### src/hw/rtl/tlbfl_pkg.sv
// ----------------------------------------------------------------------------
// tlbfl_pkg
// Shared types and constants of the FIFO/LRU translation lookaside buffer.
// ----------------------------------------------------------------------------
package tlbfl_pkg;

  localparam int DEF_TLB_DEPTH  = 16;
  localparam int DEF_PAGE_BITS  = 20;
  localparam int DEF_FRAME_BITS = 20;
  localparam int DEF_PROC_BITS  = 16;

  localparam int STAMP_W    = 32;
  localparam int CMD_W      = 2;
  localparam int CFG_CNT_W  = 5;
  localparam int CFG_DATA_W = 5;
  localparam int CFG_ADDR_W = 1;

  // transaction commands
  localparam logic [CMD_W-1:0] CMD_LOOKUP = 2'd0;
  localparam logic [CMD_W-1:0] CMD_INSERT = 2'd1;
  localparam logic [CMD_W-1:0] CMD_FLUSH  = 2'd2;

  // replacement policy
  localparam logic MODE_FIFO = 1'b0;
  localparam logic MODE_LRU  = 1'b1;

  // configuration register indexes
  localparam logic [CFG_ADDR_W-1:0] CFG_ENTRIES = 1'd0;
  localparam logic [CFG_ADDR_W-1:0] CFG_MODE    = 1'd1;

  localparam logic [CFG_CNT_W-1:0] CFG_ENTRIES_RST = 5'd16;

  // controller to datapath
  typedef struct packed {
    logic req_load;
    logic res_clear;
    logic res_hit;
    logic hit_stamp;
    logic ins_free;
    logic ins_fifo;
    logic scan_start;
    logic scan_step;
    logic ins_victim;
    logic flush;
    logic out_load;
  } dp_cmd_t;

  // datapath to controller
  typedef struct packed {
    logic [CMD_W-1:0] cmd;
    logic             mode;
    logic             n_zero;
    logic             hit;
    logic             free_any;
    logic             scan_done;
    logic             out_free;
  } dp_sts_t;

endpackage

### src/hw/rtl/tlb_fifo_lru_replacement_core.sv
// ----------------------------------------------------------------------------
// tlb_fifo_lru_replacement_core
// Fully associative TLB tagged by process id and page, with FIFO or LRU
// replacement. Each transaction (lookup, insert or process flush) gives one
// result: hit and frame for a lookup, zeros otherwise. Transactions are taken
// one at a time; a lookup, flush, insert into a free entry or FIFO
// replacement passes through accept, parallel tag compare and update, and
// result load, and the next transaction is accepted only after the result
// is loaded into the output register. An LRU replacement adds a stamp scan
// of one entry per cycle over the n entries in use, the last step of which
// writes the victim. A result load waits while the output register
// holds a result that has not been taken. The output register lets the next
// transaction be accepted while a result waits.
// ----------------------------------------------------------------------------
module tlb_fifo_lru_replacement_core #(
  parameter int TLB_DEPTH  = tlbfl_pkg::DEF_TLB_DEPTH,
  parameter int PAGE_BITS  = tlbfl_pkg::DEF_PAGE_BITS,
  parameter int FRAME_BITS = tlbfl_pkg::DEF_FRAME_BITS,
  parameter int PROC_BITS  = tlbfl_pkg::DEF_PROC_BITS,
  localparam int IN_DATA_W  = ((PROC_BITS + PAGE_BITS + FRAME_BITS + 7) / 8) * 8,
  localparam int OUT_DATA_W = ((FRAME_BITS + 7) / 8) * 8
) (
  input  logic                             clk,
  input  logic                             rst_n,
  input  logic                             in_tvalid,
  output logic                             in_tready,
  input  logic [IN_DATA_W-1:0]             in_tdata,   // proc_id, page_number, frame_in
  input  logic [tlbfl_pkg::CMD_W-1:0]      in_tuser,   // command
  output logic                             out_tvalid,
  input  logic                             out_tready,
  output logic [OUT_DATA_W-1:0]            out_tdata,  // frame_out
  output logic                             out_tuser,  // hit
  input  logic                             cfg_we,
  input  logic [tlbfl_pkg::CFG_ADDR_W-1:0] cfg_addr,
  input  logic [tlbfl_pkg::CFG_DATA_W-1:0] cfg_wdata
);
  import tlbfl_pkg::*;

  dp_cmd_t               cmd;
  dp_sts_t               sts;
  logic [FRAME_BITS-1:0] out_frame;

  tlbfl_ctrl u_ctrl (
    .clk       (clk),
    .rst_n     (rst_n),
    .in_tvalid (in_tvalid),
    .in_tready (in_tready),
    .sts       (sts),
    .cmd       (cmd)
  );

  tlbfl_dp #(
    .TLB_DEPTH  (TLB_DEPTH),
    .PAGE_BITS  (PAGE_BITS),
    .FRAME_BITS (FRAME_BITS),
    .PROC_BITS  (PROC_BITS)
  ) u_dp (
    .clk        (clk),
    .rst_n      (rst_n),
    .req_cmd    (in_tuser),
    .req_proc   (in_tdata[PROC_BITS-1:0]),
    .req_page   (in_tdata[PROC_BITS+PAGE_BITS-1:PROC_BITS]),
    .req_frame  (in_tdata[PROC_BITS+PAGE_BITS+FRAME_BITS-1:PROC_BITS+PAGE_BITS]),
    .cfg_we     (cfg_we),
    .cfg_addr   (cfg_addr),
    .cfg_wdata  (cfg_wdata),
    .out_tready (out_tready),
    .out_tvalid (out_tvalid),
    .out_hit    (out_tuser),
    .out_frame  (out_frame),
    .cmd        (cmd),
    .sts        (sts)
  );

  assign out_tdata = OUT_DATA_W'(out_frame);

`ifndef SYNTH
  a_one_at_a_time: assert property (@(posedge clk) disable iff (!rst_n)
    (in_tvalid && in_tready) |=> !in_tready)
    else $error("transaction accepted while another is in progress");

  a_single_update: assert property (@(posedge clk) disable iff (!rst_n)
    $onehot0({cmd.ins_free, cmd.ins_fifo, cmd.ins_victim, cmd.hit_stamp, cmd.flush}))
    else $error("more than one entry update in a cycle");

  a_scan_bound: assert property (@(posedge clk) disable iff (!rst_n)
    cmd.scan_step |-> !sts.scan_done)
    else $error("lru scan stepped past the entries in use");

  a_miss_zero: assert property (@(posedge clk) disable iff (!rst_n)
    (out_tvalid && !out_tuser) |-> (out_tdata == '0))
    else $error("nonzero frame on a miss");
`endif

endmodule

### src/hw/rtl/tlbfl_ctrl.sv
// ----------------------------------------------------------------------------
// tlbfl_ctrl
// Sequencer of the TLB: accepts a transaction, evaluates it, runs the LRU
// victim scan when needed and hands the result to the output register.
// ----------------------------------------------------------------------------
module tlbfl_ctrl (
  input  logic              clk,
  input  logic              rst_n,
  input  logic              in_tvalid,
  output logic              in_tready,
  input  tlbfl_pkg::dp_sts_t sts,
  output tlbfl_pkg::dp_cmd_t cmd
);
  import tlbfl_pkg::*;

  typedef enum logic [3:0] {
    S_IDLE = 4'b0001,
    S_EVAL = 4'b0010,
    S_SCAN = 4'b0100,
    S_RESP = 4'b1000
  } state_t;

  state_t state_r;
  state_t state_nxt;

  assign in_tready = (state_r == S_IDLE);

  always_comb begin
    state_nxt = state_r;
    cmd       = '0;
    unique case (state_r)
      S_IDLE: begin
        if (in_tvalid) begin
          cmd.req_load = 1'b1;
          state_nxt    = S_EVAL;
        end
      end
      S_EVAL: begin
        state_nxt = S_RESP;
        case (sts.cmd)
          CMD_LOOKUP: begin
            if (sts.hit) begin
              cmd.res_hit   = 1'b1;
              cmd.hit_stamp = (sts.mode == MODE_LRU);
            end else begin
              cmd.res_clear = 1'b1;
            end
          end
          CMD_INSERT: begin
            cmd.res_clear = 1'b1;
            if (!sts.n_zero) begin
              if (sts.free_any) begin
                cmd.ins_free = 1'b1;
              end else if (sts.mode == MODE_FIFO) begin
                cmd.ins_fifo = 1'b1;
              end else begin
                cmd.scan_start = 1'b1;
                state_nxt      = S_SCAN;
              end
            end
          end
          CMD_FLUSH: begin
            cmd.res_clear = 1'b1;
            cmd.flush     = 1'b1;
          end
          default: begin
            cmd.res_clear = 1'b1;
          end
        endcase
      end
      S_SCAN: begin
        if (sts.scan_done) begin
          cmd.ins_victim = 1'b1;
          state_nxt      = S_RESP;
        end else begin
          cmd.scan_step = 1'b1;
        end
      end
      S_RESP: begin
        if (sts.out_free) begin
          cmd.out_load = 1'b1;
          state_nxt    = S_IDLE;
        end
      end
      default: begin
        state_nxt = S_IDLE;
      end
    endcase
  end

  always_ff @(posedge clk) begin
    if (!rst_n) begin
      state_r <= S_IDLE;
    end else begin
      state_r <= state_nxt;
    end
  end

endmodule

### src/hw/rtl/tlbfl_dp.sv
// ----------------------------------------------------------------------------
// tlbfl_dp
// Datapath of the TLB: entry registers, parallel tag compare, free search,
// FIFO pointer, stamp counter, LRU scan registers and the output register.
// ----------------------------------------------------------------------------
module tlbfl_dp #(
  parameter int TLB_DEPTH  = tlbfl_pkg::DEF_TLB_DEPTH,
  parameter int PAGE_BITS  = tlbfl_pkg::DEF_PAGE_BITS,
  parameter int FRAME_BITS = tlbfl_pkg::DEF_FRAME_BITS,
  parameter int PROC_BITS  = tlbfl_pkg::DEF_PROC_BITS
) (
  input  logic                             clk,
  input  logic                             rst_n,
  input  logic [tlbfl_pkg::CMD_W-1:0]      req_cmd,
  input  logic [PROC_BITS-1:0]             req_proc,
  input  logic [PAGE_BITS-1:0]             req_page,
  input  logic [FRAME_BITS-1:0]            req_frame,
  input  logic                             cfg_we,
  input  logic [tlbfl_pkg::CFG_ADDR_W-1:0] cfg_addr,
  input  logic [tlbfl_pkg::CFG_DATA_W-1:0] cfg_wdata,
  input  logic                             out_tready,
  output logic                             out_tvalid,
  output logic                             out_hit,
  output logic [FRAME_BITS-1:0]            out_frame,
  input  tlbfl_pkg::dp_cmd_t               cmd,
  output tlbfl_pkg::dp_sts_t               sts
);
  import tlbfl_pkg::*;

  localparam int IDX_W = (TLB_DEPTH > 1) ? $clog2(TLB_DEPTH) : 1;
  localparam int CNT_W = $clog2(TLB_DEPTH + 1);
  localparam int CMP_W = (CNT_W > CFG_CNT_W) ? CNT_W : CFG_CNT_W;

  // configuration
  logic [CFG_CNT_W-1:0] cfg_entries_r;
  logic                 cfg_mode_r;

  // request
  logic [CMD_W-1:0]      req_cmd_r;
  logic [PROC_BITS-1:0]  req_proc_r;
  logic [PAGE_BITS-1:0]  req_page_r;
  logic [FRAME_BITS-1:0] req_frame_r;

  // entries
  logic [TLB_DEPTH-1:0]  valid_r;
  logic [PROC_BITS-1:0]  proc_r  [TLB_DEPTH];
  logic [PAGE_BITS-1:0]  page_r  [TLB_DEPTH];
  logic [FRAME_BITS-1:0] frame_r [TLB_DEPTH];
  logic [STAMP_W-1:0]    stamp_r [TLB_DEPTH];

  logic [STAMP_W-1:0] stamp_ctr_r;
  logic [STAMP_W-1:0] stamp_ctr_nxt;
  logic [IDX_W-1:0]   fifo_ptr_r;
  logic [IDX_W-1:0]   fifo_ptr_nxt;

  // lru scan
  logic [CNT_W-1:0]   scan_idx_r;
  logic [IDX_W-1:0]   best_idx_r;
  logic [STAMP_W-1:0] best_stamp_r;
  logic [STAMP_W-1:0] scan_stamp;

  // result and output
  logic                  res_hit_r;
  logic [FRAME_BITS-1:0] res_frame_r;
  logic                  out_tvalid_r;
  logic                  out_hit_r;
  logic [FRAME_BITS-1:0] out_frame_r;

  logic [CMP_W-1:0]     cnt_ext;
  logic [CNT_W-1:0]     n_act;
  logic [TLB_DEPTH-1:0] en_vec;
  logic [TLB_DEPTH-1:0] hit_vec;
  logic [TLB_DEPTH-1:0] free_vec;
  logic [TLB_DEPTH-1:0] flush_vec;
  logic [IDX_W-1:0]     hit_idx;
  logic [IDX_W-1:0]     free_idx;
  logic [IDX_W-1:0]     fifo_v;
  logic [CNT_W-1:0]     fifo_inc;
  logic                 wr_en;
  logic [IDX_W-1:0]     wr_idx;

  assign cnt_ext = CMP_W'(cfg_entries_r);
  assign n_act   = (cnt_ext > CMP_W'(TLB_DEPTH)) ? CNT_W'(TLB_DEPTH) : CNT_W'(cnt_ext);

  always_comb begin
    hit_idx  = '0;
    free_idx = '0;
    for (int i = 0; i < TLB_DEPTH; i++) begin
      en_vec[i]    = (CNT_W'(i) < n_act);
      hit_vec[i]   = en_vec[i] && valid_r[i] && (proc_r[i] == req_proc_r)
                     && (page_r[i] == req_page_r);
      free_vec[i]  = en_vec[i] && !valid_r[i];
      flush_vec[i] = en_vec[i] && valid_r[i] && (proc_r[i] == req_proc_r);
    end
    for (int i = TLB_DEPTH - 1; i >= 0; i--) begin
      if (hit_vec[i]) begin
        hit_idx = IDX_W'(i);
      end
      if (free_vec[i]) begin
        free_idx = IDX_W'(i);
      end
    end
  end

  // fifo victim and pointer advance
  assign fifo_v       = (CNT_W'(fifo_ptr_r) < n_act) ? fifo_ptr_r : '0;
  assign fifo_inc     = CNT_W'(fifo_v) + CNT_W'(1);
  assign fifo_ptr_nxt = (fifo_inc >= n_act) ? '0 : fifo_inc[IDX_W-1:0];

  assign scan_stamp = stamp_r[scan_idx_r[IDX_W-1:0]];

  assign wr_en = cmd.ins_free || cmd.ins_fifo || cmd.ins_victim;

  always_comb begin
    if (cmd.ins_free) begin
      wr_idx = free_idx;
    end else if (cmd.ins_fifo) begin
      wr_idx = fifo_v;
    end else begin
      wr_idx = best_idx_r;
    end
  end

  assign stamp_ctr_nxt = stamp_ctr_r + STAMP_W'(1);

  assign sts.cmd       = req_cmd_r;
  assign sts.mode      = cfg_mode_r;
  assign sts.n_zero    = (n_act == '0);
  assign sts.hit       = |hit_vec;
  assign sts.free_any  = |free_vec;
  assign sts.scan_done = (scan_idx_r >= n_act);
  assign sts.out_free  = !out_tvalid_r || out_tready;

  assign out_tvalid = out_tvalid_r;
  assign out_hit    = out_hit_r;
  assign out_frame  = out_frame_r;

  // configuration registers
  always_ff @(posedge clk) begin
    if (!rst_n) begin
      cfg_entries_r <= CFG_ENTRIES_RST;
      cfg_mode_r    <= MODE_FIFO;
    end else if (cfg_we) begin
      unique case (cfg_addr)
        CFG_ENTRIES: cfg_entries_r <= cfg_wdata[CFG_CNT_W-1:0];
        CFG_MODE:    cfg_mode_r    <= cfg_wdata[0];
        default:     cfg_mode_r    <= cfg_mode_r;
      endcase
    end
  end

  // control state
  always_ff @(posedge clk) begin
    if (!rst_n) begin
      valid_r      <= '0;
      stamp_ctr_r  <= '0;
      fifo_ptr_r   <= '0;
      out_tvalid_r <= 1'b0;
    end else begin
      if (wr_en) begin
        valid_r[wr_idx] <= 1'b1;
      end else if (cmd.flush) begin
        valid_r <= valid_r & ~flush_vec;
      end
      if (wr_en || cmd.hit_stamp) begin
        stamp_ctr_r <= stamp_ctr_nxt;
      end
      if (cmd.ins_fifo) begin
        fifo_ptr_r <= fifo_ptr_nxt;
      end
      if (cmd.out_load) begin
        out_tvalid_r <= 1'b1;
      end else if (out_tready) begin
        out_tvalid_r <= 1'b0;
      end
    end
  end

  // payload
  always_ff @(posedge clk) begin
    if (cmd.req_load) begin
      req_cmd_r   <= req_cmd;
      req_proc_r  <= req_proc;
      req_page_r  <= req_page;
      req_frame_r <= req_frame;
    end
    if (wr_en) begin
      proc_r[wr_idx]  <= req_proc_r;
      page_r[wr_idx]  <= req_page_r;
      frame_r[wr_idx] <= req_frame_r;
      stamp_r[wr_idx] <= stamp_ctr_r;
    end else if (cmd.hit_stamp) begin
      stamp_r[hit_idx] <= stamp_ctr_r;
    end
    if (cmd.scan_start) begin
      scan_idx_r   <= CNT_W'(1);
      best_idx_r   <= '0;
      best_stamp_r <= stamp_r[0];
    end else if (cmd.scan_step) begin
      scan_idx_r <= scan_idx_r + CNT_W'(1);
      if (scan_stamp < best_stamp_r) begin
        best_idx_r   <= scan_idx_r[IDX_W-1:0];
        best_stamp_r <= scan_stamp;
      end
    end
    if (cmd.res_clear) begin
      res_hit_r   <= 1'b0;
      res_frame_r <= '0;
    end else if (cmd.res_hit) begin
      res_hit_r   <= 1'b1;
      res_frame_r <= frame_r[hit_idx];
    end
    if (cmd.out_load) begin
      out_hit_r   <= res_hit_r;
      out_frame_r <= res_frame_r;
    end
  end

endmodule
### config.mk
export PLATFORM = sky130hd
export DESIGN_NAME = tlb_fifo_lru_replacement_core
export DESIGN_NICKNAME = d
export VERILOG_FILES = /design/src/hw/rtl/tlbfl_pkg.sv /design/src/hw/rtl/tlb_fifo_lru_replacement_core.sv /design/src/hw/rtl/tlbfl_ctrl.sv /design/src/hw/rtl/tlbfl_dp.sv
export SDC_FILE = /design/constraint.sdc
export NUM_CORES = 2
export LEC_CHECK = 0
export BUFFER_PORTS_ARGS = -buffer_cell sky130_fd_sc_hd__buf_2
export CORE_UTILIZATION = 42
export DETAILED_ROUTE_END_ITERATION = 7
export GPL_TIMING_DRIVEN = 1
export PLACE_DENSITY_LB_ADDON = 0.2
export RECOVER_POWER = 100
export SYNTH_ARGS = -nofsm -noshare
export SYNTH_HDL_FRONTEND = slang
export SYNTH_HIERARCHICAL = 1
export SYNTH_SLANG_ARGS = --single-unit
export TNS_END_PERCENT = 100
### constraint.sdc
create_clock -name clk -period 18.9 [get_ports clk]
set_input_delay 3.78 -clock clk [delete_from_list [all_inputs] [get_ports clk]]
set_output_delay 3.78 -clock clk [all_outputs]
set_load 0.01 [all_outputs]
==> impl_metrics.py <==
metrics = {
    "run_status": {
        "status": "finished, violations left",
        "failed_checks": "capacitance limit, slew limit",
    },
    "yosys": {
        "ys_warn_count": 6,
        "synth_largest_area_cell": "edfxtp_1",
        "ys_ff_latch": 1616,
        "synth_common_cells": "1519 x edfxtp_1, 309 x xnor2_1, 303 x xor2_1",
        "synth_flop_cell": "edfxtp_1",
        "synth.distinct_cells": 83,
        "avgSynthCellArea_um2": 16.4,
        "netlist_area_um2": 66800,
        "synth_edf_count": 1519,
        "synthCells": 4066,
        "yosysMostFrequentCell": "edfxtp_1",
        "synth_seq_area_share_pct": 71.2,
        "synth_top_area_share_pct": 68.3,
        "synth.area.top_cells": "edfxtp_1 68%, mux4_2 5.4%, xnor2_1 4.1%, xor2_1 4.0%, dfxtp_1 2.9%",
        "postSynth.asyncResetShare_pct": 0,
    },
    "power": {
        "power.total_w": 0.00741,
        "ir_worst_vdd_uv": 85.1,
        "power.leakage_nw": 24.7,
        "cellPowerDensity_nw_per_um2": 99.0,
    },
    "sta": {
        "relSlewSlack_pct": -178,
        "finalSetupViolations": 0,
        "final_hold_viol_count": 0,
        "fin_crit_sh_pct": 56.7,
        "drv_slew": 2782,
        "max_freq_ghz": 0.0933,
        "finalCriticalPeriod_ps": 10720,
        "rsz0062_at_grt": "no",
        "worst_pin_slew_ps": 4170,
        "hold_ws_ps": 468,
        "finalClockSkew_ps": 34.9,
        "tns_ps": 0,
    },
    "placed_design": {
        "place_area_um2": 70000,
        "dp_hpwl_um": 92300,
        "place.gp.congestion": 0.895,
        "portBuffers": 91,
        "dp.cells": 6145,
    },
    "worst_hold_path": {
        "hold_class": "register to register",
        "min-delay-start": "u_dp/res_frame_r[17]$_SDFFE_PP0P_",
        "whs_path_depth": 0,
        "holdPathEnd": "u_dp/out_frame[17]$_DFFE_PP_",
    },
    "routing": {
        "remaining_drc_errors": 0,
        "drt_iter0_markers": 2710,
        "viasPerCell": 5.44,
        "routed_wl_um": 159000,
        "vias": 35200,
        "final_antenna_net_count": 0,
        "dr.pass1.iters": 5,
        "wl_per_cell_um": 24.6,
    },
    "critical_path": {
        "critPathCaptureType": "register",
        "reg2reg_depth": 15,
        "worstSetupPathType": "register to register",
        "cp_data_required_time_ps": 19340,
        "cp.arrival_ps": 11150,
        "cp-start-kind": "register",
        "reg2reg_slack_ps": 8180,
        "cp_max_fo": 36,
        "r2r-end": "u_dp/best_stamp_r[23]$_DFFE_PP_",
    },
    "grt": {
        "grt_usage_pct": 19.8,
        "antenna_found_initial": 5,
        "grt_pass1_vias": 35000,
        "grt_max_degree": 143,
        "grt_remaining_overflow": 0,
        "grt_pass1_wl_um": 236000,
    },
    "clocking": {
        "clockBufferDepth": 3,
        "ctsResizeCount": 0,
        "clock_sinks": 1616,
        "cts-root-buf": "clkbuf_16",
        "clk_pin_slew_worst_paths_ps": 60,
        "tritoncts": "yes",
        "cts_setup_buffers": 0,
        "cts_hold_buf": 0,
        "htree_levels": 4,
        "cts_buffers": 170,
        "worst_skew_pair.late_latency_ps": 810,
    },
    "die": {
        "dieArea_um2": 161000,
        "core_area_um2": 158000,
        "rows": 146,
        "die_w_um": 401,
        "die_h_um": 401,
        "pin_count": 96,
        "initial_utilization_pct": 42.2,
    },
    "final_layout": {
        "drive_above_1_share_pct": 13.1,
        "fin_area_um2": 74900,
        "num-nets-final": 4361,
        "syn2layout_area_growth_pct": 12.1,
        "instances_no_fill": 6465,
    },
    "flow_run": {
        "maxCapViolCount": 81,
    },
}
[critical path, cell delays in order (launching register included)]
cell and delay [ps]:
dfxtp_1 2030, clkbuf_1 1910, clkbuf_1 2380, mux4_2 720
mux4_2 480, ha_1 310, a21o_1 170, a21o_1 190
a21o_1 180, a21o_1 170, a21o_1 170, a21o_1 200
a21oi_1 230, o31a_1 390, or2_2 180, buf_4 530
[state kept, by name, indices dropped and copies added, names as in the netlist, named ones only]
| name | cells |
|---|---|
| u_dp/cfg_mode_r | 1 |
| u_dp/stamp_r | 512 |
| u_dp/out_tvalid | 1 |
| u_dp/page_r | 320 |
| u_dp/req_proc_r | 16 |
| u_dp/req_frame_r | 20 |
| u_dp/valid_r | 16 |
| u_dp/best_stamp_r | 32 |
| u_dp/req_cmd_r | 2 |
| u_dp/proc_r | 256 |
| u_dp/out_frame | 20 |
| u_dp/fifo_ptr_r | 4 |
| u_ctrl/state_r | 4 |
| u_dp/res_hit_r | 1 |
| u_dp/res_frame_r | 20 |
| u_dp/best_idx_r | 4 |
| u_dp/out_hit | 1 |
| u_dp/scan_idx_r | 5 |
| u_dp/stamp_ctr_r | 32 |
| u_dp/req_page_r | 20 |
| u_dp/cfg_entries_r | 5 |
| u_dp/frame_r | 320 |
[cell usage in the layout, fill, tap and decap left out, drive strengths merged, types with 73 or more instances in the layout]
cell type	n
a21oi	91
nor2	92
edfxtp	1519
nand2	208
nor4	91
clkbuf	362
xnor2	309
dfxtp	97
xor2	303
nor3	73
mux4	160
nand4	116
[cells by family (layout without fill, tap and decap cells)]
group	after synthesis	count (layout)	synth area share, %
muxes	265	265	7.07
and+or+nand+nor	902	902	7.37
DFF	1616	1616	71.2
buffers and inverters	243	564	1.67
AOI/OAI and AO/OA	380	380	3.81
other	1	7	0.00561
xor gates and xnor gates	612	612	8.02
adders and majority gates	47	47	0.880
[where the power goes]
group,internal (W),switching [W]
Combinational,0.0000780,0.000177
Sequential,0.00393,0.0000223
Clock,0.00181,0.00140
Total,0.00582,0.00160
[how the worst max path moves through the flow]
| stage | startpoint | endpoint | slack, ps | cells after the start |
|---|---|---|---|---|
| floorplan | u_dp/cfg_entries_r[4]$_SDFFE_PN1P_ | u_dp/frame_r[13][0]$_DFFE_PP_ | 11110 | 15 |
| global placement | u_dp/req_page_r[8]$_DFFE_PP_ | u_dp/stamp_r[8][10]$_DFFE_PP_ | 11900 | 14 |
| detailed placement | u_dp/req_page_r[6]$_DFFE_PP_ | u_dp/stamp_r[11][19]$_DFFE_PP_ | 11900 | 13 |
| CTS | u_dp/req_page_r[6]$_DFFE_PP_ | u_dp/stamp_r[11][12]$_DFFE_PP_ | 11830 | 13 |
| global route | register | u_dp/best_stamp_r[23]$_DFFE_PP_ | 6850 | 15 |
| finish | register | u_dp/best_stamp_r[23]$_DFFE_PP_ | 8180 | 15 |
[through the flow]
step,worst slack [ps],utilization [%]
floorplan,11110,-
global placement,11900,44.2
detailed placement,11900,44.2
CTS,11830,47.6
global route,6850,47.3
finish,8180,47.3
[cell type report]
type	count	area (um2)
Fill cell	13500	83300
Sequential cell	1616	47600
Multi-Input combinational cell	2210	18300
Clock buffer	231	4600
Tap cell	2072	2590
Timing Repair Buffer	196	895
Clock inverter	86	768
Inverter	51	191
Antenna cell	3	7.51
[metal layers]
| metal | vias to the layer above | global-route usage [%] | share of wire [%] |
|---|---|---|---|
| met2 | 894 | 32.0 | 48 |
| li1 | 16000 | - | - |
| met4 | 0 | 5.66 | 2.4 |
| met3 | 228 | 3.34 | 5.5 |
| met1 | 18100 | 27.8 | 44 |
| met5 | - | 0 | 0 |
Note: power is estimated with default switching activity, not from simulation.
